## src/sv/usart_pkg.sv

```systemverilog
// ----------------------------------------------------------------------------
// usart_pkg
// shared types, codes and the character time table of the async usart core
// ----------------------------------------------------------------------------
package usart_pkg;

  localparam int FUNC_W  = 3;
  localparam int TXCNT_W = 19;
  localparam int POLL_W  = 32;
  localparam int CALC_W  = 34;

  typedef logic [FUNC_W-1:0]  func_t;
  typedef logic [TXCNT_W-1:0] txcnt_t;
  typedef logic [1:0]         phase_t;
  typedef logic [6:0]         status_t;

  localparam func_t FN_DATA_RD = 3'd0;
  localparam func_t FN_DATA_WR = 3'd1;
  localparam func_t FN_STAT_RD = 3'd2;
  localparam func_t FN_CTRL_WR = 3'd3;
  localparam func_t FN_TICK    = 3'd4;

  localparam phase_t PH_MODE  = 2'd0;
  localparam phase_t PH_SYNC1 = 2'd1;
  localparam phase_t PH_SYNC2 = 2'd2;
  localparam phase_t PH_CMD   = 2'd3;

  localparam int SB_TXRDY  = 0;
  localparam int SB_RXRDY  = 1;
  localparam int SB_TXE    = 2;
  localparam int SB_PE     = 3;
  localparam int SB_OE     = 4;
  localparam int SB_FE     = 5;
  localparam int SB_SYNDET = 6;

  localparam status_t STATUS_RESET = 7'h05;

  localparam logic [1:0] RF_X1  = 2'd1;
  localparam logic [1:0] RF_X16 = 2'd2;
  localparam logic [1:0] RF_X64 = 2'd3;

  localparam logic [2:0] DIV_MAX = 3'd4;

  // cpu cycles per 10-bit character, by clamped divider and rate factor
  function automatic txcnt_t char_period(input logic [2:0] div, input logic [1:0] rf);
    logic [2:0] d;
    txcnt_t     c;
    d = (div > DIV_MAX) ? DIV_MAX : div;
    c = txcnt_t'(319);
    case (rf)
      RF_X16: begin
        case (d)
          3'd0:    c = txcnt_t'(5119);
          3'd1:    c = txcnt_t'(10239);
          3'd2:    c = txcnt_t'(20479);
          3'd3:    c = txcnt_t'(40958);
          default: c = txcnt_t'(81916);
        endcase
      end
      RF_X64: begin
        case (d)
          3'd0:    c = txcnt_t'(20479);
          3'd1:    c = txcnt_t'(40958);
          3'd2:    c = txcnt_t'(81916);
          3'd3:    c = txcnt_t'(163833);
          default: c = txcnt_t'(327666);
        endcase
      end
      default: begin
        case (d)
          3'd0:    c = txcnt_t'(319);
          3'd1:    c = txcnt_t'(639);
          3'd2:    c = txcnt_t'(1279);
          3'd3:    c = txcnt_t'(2559);
          default: c = txcnt_t'(5119);
        endcase
      end
    endcase
    return c;
  endfunction

endpackage

```

## src/sv/usart_8251_async_core_unit.sv

```systemverilog
// ----------------------------------------------------------------------------
// usart_8251_async_core_unit
// register-level 8251-style usart: bus accesses, transmit timer and line poll
// ----------------------------------------------------------------------------
// Each input transfer carries one bus access (data read, data write, status
// read, control write) or a tick with an elapsed cycle count and the receive
// and modem line levels. Every input transfer yields exactly one output
// transfer with the read byte, a transmitted byte if one finished, and the
// txrdy, rxrdy, rts and dtr levels after the access.
// The item is captured in an input register and the whole update runs
// combinationally between it and the output register that drives out_valid;
// one item per cycle is sustained while out_stall is low. The item
// path is limited by the 34-bit poll countdown add and compare.
// A new item is taken while a result waits in the output register; in_stall
// rises only when both registers are full and out_stall is high.
// The user writes the baud divider over the cfg_ APB port only while the
// block is idle; the block does not enforce it. Reset clears both registers
// and returns all state to its power-up values; command bit 6 resets the
// programming state but keeps the data bytes, the modem levels and the divider.
// ----------------------------------------------------------------------------
module usart_8251_async_core_unit
  import usart_pkg::*;
#(
  parameter int POLL_PERIOD = 4096
) (
  input  logic        clk,
  input  logic        rst_n,
  input  logic        in_valid,
  output logic        in_stall,
  input  logic [2:0]  in_func,
  input  logic [7:0]  in_wr_data,
  input  logic [15:0] in_tick_cycles,
  input  logic        in_rx_present,
  input  logic [7:0]  in_rx_byte,
  input  logic        in_cts_in,
  input  logic        in_dsr_in,
  output logic        out_valid,
  input  logic        out_stall,
  output logic [7:0]  out_read_data,
  output logic        out_tx_valid,
  output logic [7:0]  out_tx_byte,
  output logic        out_txrdy,
  output logic        out_rxrdy,
  output logic        out_rx_taken,
  output logic        out_rts_out,
  output logic        out_dtr_out,
  input  logic        cfg_psel,
  input  logic        cfg_penable,
  input  logic        cfg_pwrite,
  input  logic [2:0]  cfg_paddr,
  input  logic [31:0] cfg_pwdata,
  output logic [31:0] cfg_prdata,
  output logic        cfg_pready
);

  localparam logic signed [POLL_W-1:0] POLL_RST = POLL_W'(POLL_PERIOD);
  localparam logic signed [CALC_W-1:0] POLL_ADD = CALC_W'(POLL_PERIOD);
  localparam logic signed [CALC_W-1:0] POLL_MIN =
    -(CALC_W'(1) <<< (POLL_W - 1));

  // configuration
  logic [2:0] baud_div_r;
  logic       cfg_wr;

  assign cfg_pready = 1'b1;
  assign cfg_wr     = cfg_psel & cfg_penable & cfg_pwrite & cfg_pready & ~cfg_paddr[2];
  assign cfg_prdata = cfg_paddr[2] ? 32'd0 : {29'd0, baud_div_r};

  // input register
  logic        s1_valid_r;
  func_t       s1_func_r;
  logic [7:0]  s1_wr_data_r;
  logic [15:0] s1_cyc_r;
  logic        s1_rx_present_r;
  logic [7:0]  s1_rx_byte_r;
  logic        s1_cts_r;
  logic        s1_dsr_r;

  logic        s1_adv;
  logic        in_xfer;

  assign in_stall = s1_valid_r & out_valid & out_stall;
  assign in_xfer  = in_valid & ~in_stall;
  assign s1_adv   = s1_valid_r & ~(out_valid & out_stall);

  // block state
  phase_t                     phase_r,  phase_nxt;
  logic [7:0]                 mode_r,   mode_nxt;
  logic [7:0]                 cmd_r,    cmd_nxt;
  status_t                    status_r, status_nxt;
  logic [1:0]                 rf_r,     rf_nxt;
  logic [7:0]                 rx_hold_r, rx_hold_nxt;
  logic [7:0]                 tx_hold_r, tx_hold_nxt;
  logic                       tx_busy_r, tx_busy_nxt;
  txcnt_t                     tx_cnt_r, tx_cnt_nxt;
  logic signed [POLL_W-1:0]   poll_r,   poll_nxt;
  logic                       cts_r,    cts_nxt;
  logic                       dsr_r,    dsr_nxt;

  logic signed [CALC_W-1:0]   poll_sub;
  logic signed [CALC_W-1:0]   poll_sum;
  logic [7:0]                 rd_nxt;
  logic                       txv_nxt;
  logic [7:0]                 txb_nxt;
  logic                       taken_nxt;

  always_comb begin
    phase_nxt   = phase_r;
    mode_nxt    = mode_r;
    cmd_nxt     = cmd_r;
    status_nxt  = status_r;
    rf_nxt      = rf_r;
    rx_hold_nxt = rx_hold_r;
    tx_hold_nxt = tx_hold_r;
    tx_busy_nxt = tx_busy_r;
    tx_cnt_nxt  = tx_cnt_r;
    poll_nxt    = poll_r;
    cts_nxt     = cts_r;
    dsr_nxt     = dsr_r;
    rd_nxt      = 8'd0;
    txv_nxt     = 1'b0;
    txb_nxt     = 8'd0;
    taken_nxt   = 1'b0;
    poll_sub    = CALC_W'(poll_r) - CALC_W'(s1_cyc_r);
    poll_sum    = poll_sub + POLL_ADD;

    case (s1_func_r)
      FN_DATA_RD: begin
        status_nxt[SB_RXRDY] = 1'b0;
        rd_nxt               = rx_hold_r;
      end
      FN_DATA_WR: begin
        tx_hold_nxt          = s1_wr_data_r;
        tx_busy_nxt          = 1'b1;
        status_nxt[SB_TXRDY] = 1'b0;
        status_nxt[SB_TXE]   = 1'b0;
        tx_cnt_nxt           = char_period(baud_div_r, rf_r);
      end
      FN_STAT_RD: begin
        rd_nxt                = {dsr_r, status_r};
        status_nxt[SB_SYNDET] = 1'b0;
      end
      FN_CTRL_WR: begin
        case (phase_r)
          PH_MODE: begin
            mode_nxt = s1_wr_data_r;
            if (s1_wr_data_r[1:0] == 2'd0) begin
              rf_nxt    = RF_X1;
              phase_nxt = PH_SYNC1;
            end else begin
              rf_nxt    = s1_wr_data_r[1:0];
              phase_nxt = PH_CMD;
            end
          end
          PH_SYNC1: phase_nxt = mode_r[7] ? PH_CMD : PH_SYNC2;
          PH_SYNC2: phase_nxt = PH_CMD;
          default: begin
            if (s1_wr_data_r[6]) begin
              // internal reset
              phase_nxt   = PH_MODE;
              mode_nxt    = 8'd0;
              cmd_nxt     = 8'd0;
              status_nxt  = STATUS_RESET;
              rf_nxt      = RF_X1;
              tx_busy_nxt = 1'b0;
              tx_cnt_nxt  = '0;
              poll_nxt    = POLL_RST;
            end else begin
              cmd_nxt = s1_wr_data_r;
              if (s1_wr_data_r[4]) begin
                status_nxt[SB_PE] = 1'b0;
                status_nxt[SB_OE] = 1'b0;
                status_nxt[SB_FE] = 1'b0;
              end
            end
          end
        endcase
      end
      FN_TICK: begin
        if (tx_busy_r) begin
          if (TXCNT_W'(s1_cyc_r) >= tx_cnt_r) begin
            tx_cnt_nxt           = '0;
            tx_busy_nxt          = 1'b0;
            txv_nxt              = 1'b1;
            txb_nxt              = tx_hold_r;
            status_nxt[SB_TXE]   = 1'b1;
            status_nxt[SB_TXRDY] = 1'b1;
          end else begin
            tx_cnt_nxt = tx_cnt_r - TXCNT_W'(s1_cyc_r);
          end
        end
        if (poll_sub <= 0) begin
          poll_nxt = (poll_sum < POLL_MIN) ? POLL_W'(POLL_MIN) : POLL_W'(poll_sum);
          cts_nxt  = s1_cts_r;
          dsr_nxt  = s1_dsr_r;
          if (cmd_r[2] && s1_rx_present_r) begin
            if (status_r[SB_RXRDY]) status_nxt[SB_OE] = 1'b1;
            rx_hold_nxt          = s1_rx_byte_r;
            status_nxt[SB_RXRDY] = 1'b1;
            taken_nxt            = 1'b1;
          end
        end else begin
          poll_nxt = POLL_W'(poll_sub);
        end
      end
      default: begin
      end
    endcase
  end

  always_ff @(posedge clk) begin
    if (!rst_n) begin
      baud_div_r <= 3'd0;
    end else if (cfg_wr) begin
      baud_div_r <= cfg_pwdata[2:0];
    end
  end

  always_ff @(posedge clk) begin
    if (!rst_n) begin
      s1_valid_r <= 1'b0;
    end else if (in_xfer) begin
      s1_valid_r <= 1'b1;
    end else if (s1_adv) begin
      s1_valid_r <= 1'b0;
    end
  end

  always_ff @(posedge clk) begin
    if (in_xfer) begin
      s1_func_r       <= in_func;
      s1_wr_data_r    <= in_wr_data;
      s1_cyc_r        <= in_tick_cycles;
      s1_rx_present_r <= in_rx_present;
      s1_rx_byte_r    <= in_rx_byte;
      s1_cts_r        <= in_cts_in;
      s1_dsr_r        <= in_dsr_in;
    end
  end

  always_ff @(posedge clk) begin
    if (!rst_n) begin
      phase_r   <= PH_MODE;
      mode_r    <= 8'd0;
      cmd_r     <= 8'd0;
      status_r  <= STATUS_RESET;
      rf_r      <= RF_X1;
      rx_hold_r <= 8'd0;
      tx_hold_r <= 8'd0;
      tx_busy_r <= 1'b0;
      tx_cnt_r  <= '0;
      poll_r    <= POLL_RST;
      cts_r     <= 1'b1;
      dsr_r     <= 1'b1;
    end else if (s1_adv) begin
      phase_r   <= phase_nxt;
      mode_r    <= mode_nxt;
      cmd_r     <= cmd_nxt;
      status_r  <= status_nxt;
      rf_r      <= rf_nxt;
      rx_hold_r <= rx_hold_nxt;
      tx_hold_r <= tx_hold_nxt;
      tx_busy_r <= tx_busy_nxt;
      tx_cnt_r  <= tx_cnt_nxt;
      poll_r    <= poll_nxt;
      cts_r     <= cts_nxt;
      dsr_r     <= dsr_nxt;
    end
  end

  // output register
  logic out_valid_r;

  always_ff @(posedge clk) begin
    if (!rst_n) begin
      out_valid_r <= 1'b0;
    end else if (s1_adv) begin
      out_valid_r <= 1'b1;
    end else if (!out_stall) begin
      out_valid_r <= 1'b0;
    end
  end

  always_ff @(posedge clk) begin
    if (s1_adv) begin
      out_read_data <= rd_nxt;
      out_tx_valid  <= txv_nxt;
      out_tx_byte   <= txb_nxt;
      out_txrdy     <= cmd_nxt[0] & cts_nxt & status_nxt[SB_TXRDY];
      out_rxrdy     <= status_nxt[SB_RXRDY];
      out_rx_taken  <= taken_nxt;
      out_rts_out   <= ~cmd_nxt[5];
      out_dtr_out   <= ~cmd_nxt[1];
    end
  end

  assign out_valid = out_valid_r;

endmodule
```

## config.mk

```make
export PLATFORM = sky130hd
export DESIGN_NAME = usart_8251_async_core_unit
export DESIGN_NICKNAME = d
export VERILOG_FILES = /design/src/sv/usart_pkg.sv /design/src/sv/usart_8251_async_core_unit.sv
export SDC_FILE = /design/constraint.sdc
export NUM_CORES = 1
export LEC_CHECK = 0
export BUFFER_PORTS_ARGS = -buffer_cell sky130_fd_sc_hd__buf_2
export CORE_MARGIN = 10
export CORE_UTILIZATION = 52
export DETAILED_ROUTE_END_ITERATION = 7
export PLACE_DENSITY_LB_ADDON = 0.1
export SLEW_MARGIN = 20
export SYNTH_ARGS = -nofsm -noshare
export SYNTH_HDL_FRONTEND = slang
export SYNTH_SLANG_ARGS = --single-unit
```

## constraint.sdc

```tcl
create_clock -name clk -period 3.9 [get_ports clk]
set_input_delay 0.39 -clock clk [delete_from_list [all_inputs] [get_ports clk]]
set_output_delay 0.39 -clock clk [all_outputs]
set_load 0.02 [all_outputs]
```

==> results of run 1 <==
layout by cell type, fill, tap and decap left out, types with 21 or more instances in the layout:
cell | netlist | final
xnor2_1 | 30 | 28
inv_1 | 38 | 35
conb_1 | 2 | 30
buf_2 | 8 | 76
xor2_1 | 22 | 22
nand2_1 | 87 | 87
edfxtp_1 | 60 | 60
nand3_1 | 32 | 31
nor2_1 | 61 | 58
mux2i_1 | 21 | 21
dfxtp_1 | 88 | 88
a21oi_1 | 70 | 63
nor2b_1 | 40 | 38
o21ai_0 | 67 | 51
buf_4 | 33 | 137
ha_1 | 38 | 37
final cells by class:
class | count | area [um2]
Clock buffer | 18 | 439
Timing Repair Buffer | 224 | 1580
Fill cell | 1453 | 5860
Clock inverter | 14 | 140
Sequential cell | 148 | 3560
Tap cell | 225 | 282
Multi-Input combinational cell | 761 | 5100
Inverter | 38 | 143
power by group:
part / internal [uW] / total, uW / switching, uW
registers: 1670 / 1730 / 59.4
logic: 1060 / 2200 / 1130
clock network: 916 / 1620 / 702
path summary, 6_finish.rpt:
path | from | end
max reg2reg | s1_cyc_r[0]$_DFFE_PP_ | poll_r[13]$_SDFFE_PN0P_
min | in_wr_data[3] | s1_wr_data_r[3]$_DFFE_PP_
max | s1_cyc_r[0]$_DFFE_PP_ | poll_r[13]$_SDFFE_PN0P_
min reg2reg | rx_hold_r[5]$_SDFFE_PN0P_ | rx_hold_r[5]$_SDFFE_PN0P_
sequential cells by signal, indices dropped and copies added, names as in the netlist, 3 cells and up:
| register | cells |
|---|---|
| tx_hold_r | 8 |
| tx_cnt_r | 19 |
| out_read_data | 8 |
| out_tx_byte | 8 |
| baud_div_r | 3 |
| s1_rx_byte_r | 8 |
| s1_wr_data_r | 8 |
| s1_cyc_r | 16 |
| rx_hold_r | 8 |
| s1_func_r | 3 |
| poll_r | 32 |
| status_r | 4 |
| cmd_r | 4 |
timing repair:
action                                  in CTS  in global routing
hold endpoints to repair                     0                  0
pin swaps                                   14                 11
gates cloned                                 2                  1
endpoints found under the setup margin      45                 47
resized for setup                           36                 17
setup buffers                               10                  8
stage by stage:
stage	setup slack [ns]	cell area [um2]	total power (uW)	hold WS, ns	std cells
CTS	-0.275	11100	5450	0.118	1419
global placement	-0.249	10300	3660	0.449	1374
global route	-0.556	11300	5810	0.115	1428
finish	-0.364	11300	5550	0.126	1428
floorplan	-0.143	9140	2920	0.435	1029
detailed placement	-0.372	10400	3680	0.455	1375
worst max-delay path, stage by stage (launching register included):
cell and delay (ns):
edfxtp_1 0.35, ha_2 0.18, inv_1 0.05, fa_2 0.33, a211o_1 0.29, a21o_1 0.21
a31oi_4 0.19, xnor2_2 0.11, inv_1 0.09, ha_1 0.16, nand4_1 0.09, or3_1 0.34
a211oi_2 0.20, nand4_1 0.14, or4_4 0.46, o21ai_4 0.27, buf_6 0.15, mux2_2 0.32
a22oi_1 0.15, nor2b_1 0.06
logic make-up (layout without fill, tap and decap cells):
logic type               after synthesis  count (layout)  synth area share
flip-flops                           148             148             0.396
adder cells (fa/ha/maj)               40              40            0.0573
buffers and inverters                120             294            0.0658
XOR/XNOR                              52              52            0.0506
AND/OR/NAND/NOR                      337             337             0.200
multiplexers                          23              23            0.0259
AO/OA/AOI/OAI                        279             279             0.203
other                                  2              30          0.000834
metal layers:
layer	global-route usage	part of all wire
met2	0.371	0.50
met5	0	0
met1	0.269	0.44
met3	0.0309	0.040
met4	0.0686	0.021
==> metrics.md, run 1 <==
| Metric | Value |
|---|---|
| Status | complete, but fails checks |
| Failing checks | negative setup slack |
| Worst r2r path cells | 19 |
| Max-slew violations | 0 |
| R2r setup slk | -0.36 ns |
| Setup Skew | a little over 0.009 ns |
| Final WS setup | -0.364 ns |
| Slew headroom | 0.423 |
| DP HPWL | roughly 18000 um |
| Clk sink count | about 150 |
| Startpoint Class | flop |
| Synthesis-stage register bit count | ~150 |
| CTS tree | yes |
| # rows | 48 |
| Clock buffer depth | 2 |
| Total wire length | 24700 um |
| Synth area leader | edfxtp_1 |
| Final GP Congestion | approximately 0.9 |
| Root buf cell | clkbuf_16 |
| Clock Pin Slew Worst Setup and Hold Paths | 0.07 ns |
| Max frequency | around 230 MHz |
| DIE AREA | between 20000 and 25000 um2 |
| Vias/cell | between 5 and 6 |
| VDD IR max | between 0.3 and 0.4 mV |
| Finished Core Util | 0.657 |
| Final hold violation count | 0 |
| P per Cell Area | ~490 nW/um2 |
| Post-synth ARST share | 0 |
| Post-Syn Area | ~9000 um2 |
| Sequential element share of the synthesized area | 0.396 |
| GRT Overall Usage | 0.214 |
| Hold Path Depth | 1 |
| ANT cells | 0 |
| Layout Nets | roughly 1300 |
| Measured slew at the worst slew-check pin | 0.866 ns |
| # setup viols final | between 40 and 50 |
| Layout area overhead | 25.0% |
| Vias in the first global route | around 7900 |
| Initial antenna violation count | 0 |
| Syn Inst Count | 1001 |
| Fin crit share | 1.09 |
| Vias | ~8000 |
| Crit path required time | about 4.2 ns |
| Most frequent cells after synthesis | dfxtp_1, nand2_1, a21oi_1, o21ai_0, nor2_1 |
| Worst setup EP type | flop |
| CP Data Arrival Time | 4.58 ns |
| Post-Route Setup TNS | -7.62 ns |
| Standard cell core area | between 15000 and 20000 um2 |
| WL/cell | 17.3 um |
| Initial core utilization | 0.526 |
| Die span in x | about 150 um |
| Final ANT Viol Nets | 0 |
| Post-synth EDFFs | 60 |
| Most area-consuming cells after synthesis | edfxtp_1, dfxtp_1, ha_1 |
| First-pass GRT wire length | between 30000 and 40000 um |
| Port Buffers | 75 |
| Clk_lat worst skew | around 0.43 ns |
| Fin crit period | approximately 4.3 ns |
| Top FF cell, synth | dfxtp_1 |
| CTS Hold Buffers Added | 0 |
| Share of layout cells above drive strength 1 | 0.254 |
| Largest net degree at the start of global routing | 52 |
| Top Ports | 137 |
| Hold Path Class | primary input to flop |
| Syn Area/Cell | 8.99 um2 |
| Maxcap violations | 0 |
| Remaining DRCs | 0 |
| Crit-path max FO | 4 |
| Drt initial violations | 514 |
| Pre-antenna DRT Iters | 5 |
| Setup repair after global routing missed its margin | true |
| Total CTS buffers | 17 |
| H-tree level count | 4 |
| Distinct cells, synth | 74 |
| Synth warn | 0 |
| Yosys top cell area share | 0.200 |
| WS Path Type | flop to flop |
| Gr ovfl total | 0 |
| Die Y | about 150 um |
| Most common cell in the netlist | dfxtp_1 |
| Leak | around 0.0048 uW |
Power figures use the tool's default switching activity.
==> inputs of run 2 (changes only) <==
--- a/config.mk
+++ b/config.mk
@@ -7,7 +7,8 @@
 export LEC_CHECK = 0
 export BUFFER_PORTS_ARGS = -buffer_cell sky130_fd_sc_hd__buf_2
 export CORE_MARGIN = 10
-export CORE_UTILIZATION = 52
+export CORE_UTILIZATION = 54
+export CTS_BUF_LIST = sky130_fd_sc_hd__clkbuf_4
 export DETAILED_ROUTE_END_ITERATION = 7
 export PLACE_DENSITY_LB_ADDON = 0.1
 export SLEW_MARGIN = 20
==> run 2 against run 1 <==
- the flow still finishes with violations (negative setup slack)
- register-to-register slack barely moved
- non-clock buffer count rose by 48
- wire length rose by 4.9%
- fmax fell by 0.34%
- count of clock-buffer cells in the layout fell by 1
- sequential power barely moved
- via count rose by 4.9%
- power fell by 6.1%
- clock skew rose by 0.016 ns
- critical path type unchanged
==> metrics.md, run 2 (same netlist as run 1, synthesis figures left out) <==
| Metric | Value |
|---|---|
| Commonest non-fill, non-tap cell in the layout | buf_4 |
| Tot Pwr | ~5200 uW |
| Hold Path Class | primary input to flop |
| Remaining DRCs | 0 |
| Total wire length | about 26000 um |
| Die span in x | 149 um |
| Status | complete, but fails checks |
| Measured slew at the worst slew-check pin | between 0.9 and 1 ns |
| Die Y | between 100 and 150 um |
| Port Buffers | 75 |
| Leak | 0.00492 uW |
| Post-Route Setup TNS | -11.54 ns |
| Maxcap violations | 0 |
| Initial core utilization | 0.547 |
| VDD IR max | between 0.3 and 0.4 mV |
| Vias | ~8400 |
| Total CTS buffers | 17 |
| Place WS | -0.311 ns |
| Layout Nets | 1358 |
| Worst path slowest cell | edfxtp_1 |
| Clk_lat worst skew | about 0.57 ns |
| Multi-input logic area | about 5300 um2 |
| WS Path Type | flop to flop |
| Failing checks | negative setup slack |
| Clock Pin Slew Worst Setup and Hold Paths | ~0.16 ns |
| Pre-antenna DRT Iters | 5 |
| Largest net degree at the start of global routing | 58 |
| Drt initial violations | 500 |
| Seq. cell area | between 3000 and 4000 um2 |
| FILL cells | 1290 |
| Final WS setup | -0.378 ns |
| CP Cell Sequence | ha_2 > inv_2 > fa_2 > a211o_1 > buf_4 > buf_6 > buf_6 > a21oi_4 > o32ai_4 > buf_6 > buf_4 > a211oi_4 > xnor2_2 > nor4_1 > buf_4 > and4_4 > a21bo_4 > a21oi_4 > buf_6 > buf_8 > a32oi_2 > nor2b_1 |
| Fin crit period | 4.28 ns |
| Crit path required time | approximately 4.4 ns |
| Layout area overhead | 29.5% |
| GRT Overall Usage | 0.219 |
| # setup viols final | 47 |
| Final GP Congestion | roughly 0.92 |
| Final hold violation count | 0 |
| Largest regs | poll_r: 32 flops, tx_cnt_r: 19 flops, s1_cyc_r: 16 flops |
| Most frequent cells in the layout | buf_4, dfxtp_1, nand2_1 |
| Startpoint Class | flop |
| Max reg flops | 32 |
| Initial antenna violation count | 1 |
| Fin crit share | 1.10 |
| Setup repair after global routing missed its margin | true |
| Clock buffer depth | 2 |
| Setup Skew | around 0.025 ns |
| Slew headroom | 0.349 |
| Worst setup EP type | flop |
| Top Ports | around 140 |
| First-pass GRT wire length | between 30000 and 40000 um |
| Max-slew violations | 0 |
| # rows | 47 |
| Crit-path max cell delay | 0.39 ns |
| Final ANT Viol Nets | 0 |
| DIE AREA | between 20000 and 25000 um2 |
| Most frequent cell on the critical path | buf_6 |
| R2r setup slk | -0.38 ns |
| H-tree level count | 4 |
| Standard cell core area | roughly 16000 um2 |
| Clk sink count | 148 |
| Finished Core Util | 0.708 |
| Vias/cell | 5.70 |
| Share of layout cells above drive strength 1 | 0.277 |
| CP Data Arrival Time | ~4.8 ns |
| Gr ovfl total | 0 |
| Vias in the first global route | between 8000 and 9000 |
| DP HPWL | 17800 um |
| P per Cell Area | 447 nW/um2 |
| CTS tree | yes |
| Crit-path max FO | 6 |
| Root buf cell | clkbuf_4 |
| Most flop-heavy register | poll_r |
| Max frequency | between 200 and 250 MHz |
| WL/cell | approximately 18 um |
==> run 2: cell count changes in the layout (fill, tap and decap cells not counted), moves of 5 or more <==
cell,delta
clkbuf_4,+17
o21ai_0,+9
a21oi_2,+5
inv_6,-6
clkbuf_16,-17
dlygate4sd3_1,+39
a21oi_1,-7
a22oi_1,-8
inv_8,+5
o21ai_1,-9
a22oi_2,+8
==> run 2: per-stage QoR <==
step | instances | instance area, um2 | hold slack (ns)
floorplan | 1029 | 9140 | 0.435
global placement | 1363 | 10300 | 0.450
detailed placement | 1363 | 10300 | 0.453
CTS | 1447 | 11100 | 0.00125
global route | 1472 | 11700 | 0.0615
finish | 1472 | 11700 | 0.0692
==> run 2: what timing repair did <==
| action | in CTS | in global routing |
|---|---|---|
| pin swaps | 11 | 28 |
| gates cloned | 0 | 1 |
| hold buffers | 38 | 1 |
| setup buffers | 15 | 22 |
| hold endpoints to repair | 38 | 1 |
| gates resized for setup | 14 | 77 |
| endpoints found under the setup margin | 43 | 46 |
==> run 2: area by class of cell <==
cell class,count,share of cell area
multi-input cells,761,0.454
well taps,220,0.0236
clock inverters,15,0.0151
clock buffers,17,0.0110
repair buffers,272,0.178
inverters,38,0.0122
diodes,1,0.000215
flip-flops and latches,148,0.306
==> run 2: final timing paths <==
check	startpoint	depth (start not counted)	endpoint
max	s1_cyc_r[0]$_DFFE_PP_	22	poll_r[11]$_SDFFE_PN0P_
min	cfg_pwdata[1]	3	baud_div_r[1]$_SDFFE_PN0P_
max reg2reg	s1_cyc_r[0]$_DFFE_PP_	22	poll_r[11]$_SDFFE_PN0P_
min reg2reg	tx_hold_r[3]$_SDFFE_PN0P_	2	tx_hold_r[3]$_SDFFE_PN0P_
==> run 2: worst max-delay path: cells and delay by family, from the launching register on <==
family	cells	cell delay [ns]
AO/OA/AOI/OAI	7	1.33
adder cells (fa/ha/maj)	2	0.52
AND/OR/NAND/NOR	3	0.70
flip-flops	1	0.39
XOR/XNOR	1	0.12
buffers and inverters	9	1.12
==> run 2: metal layers <==
metal / up-vias / track usage / share of wire
met2: 303 / 0.383 / 0.50
li1: 4064 / - / -
met3: 62 / 0.0385 / 0.051
met4: 0 / 0.0746 / 0.029
met1: 3958 / 0.265 / 0.42
met5: - / 0 / 0
==> run 2: where the power goes <==
part / switching [uW] / total [uW] / internal, uW
sequential: 72.5 / 1750 / 1670
clock: 701 / 1010 / 308
combinational: 1210 / 2460 / 1240
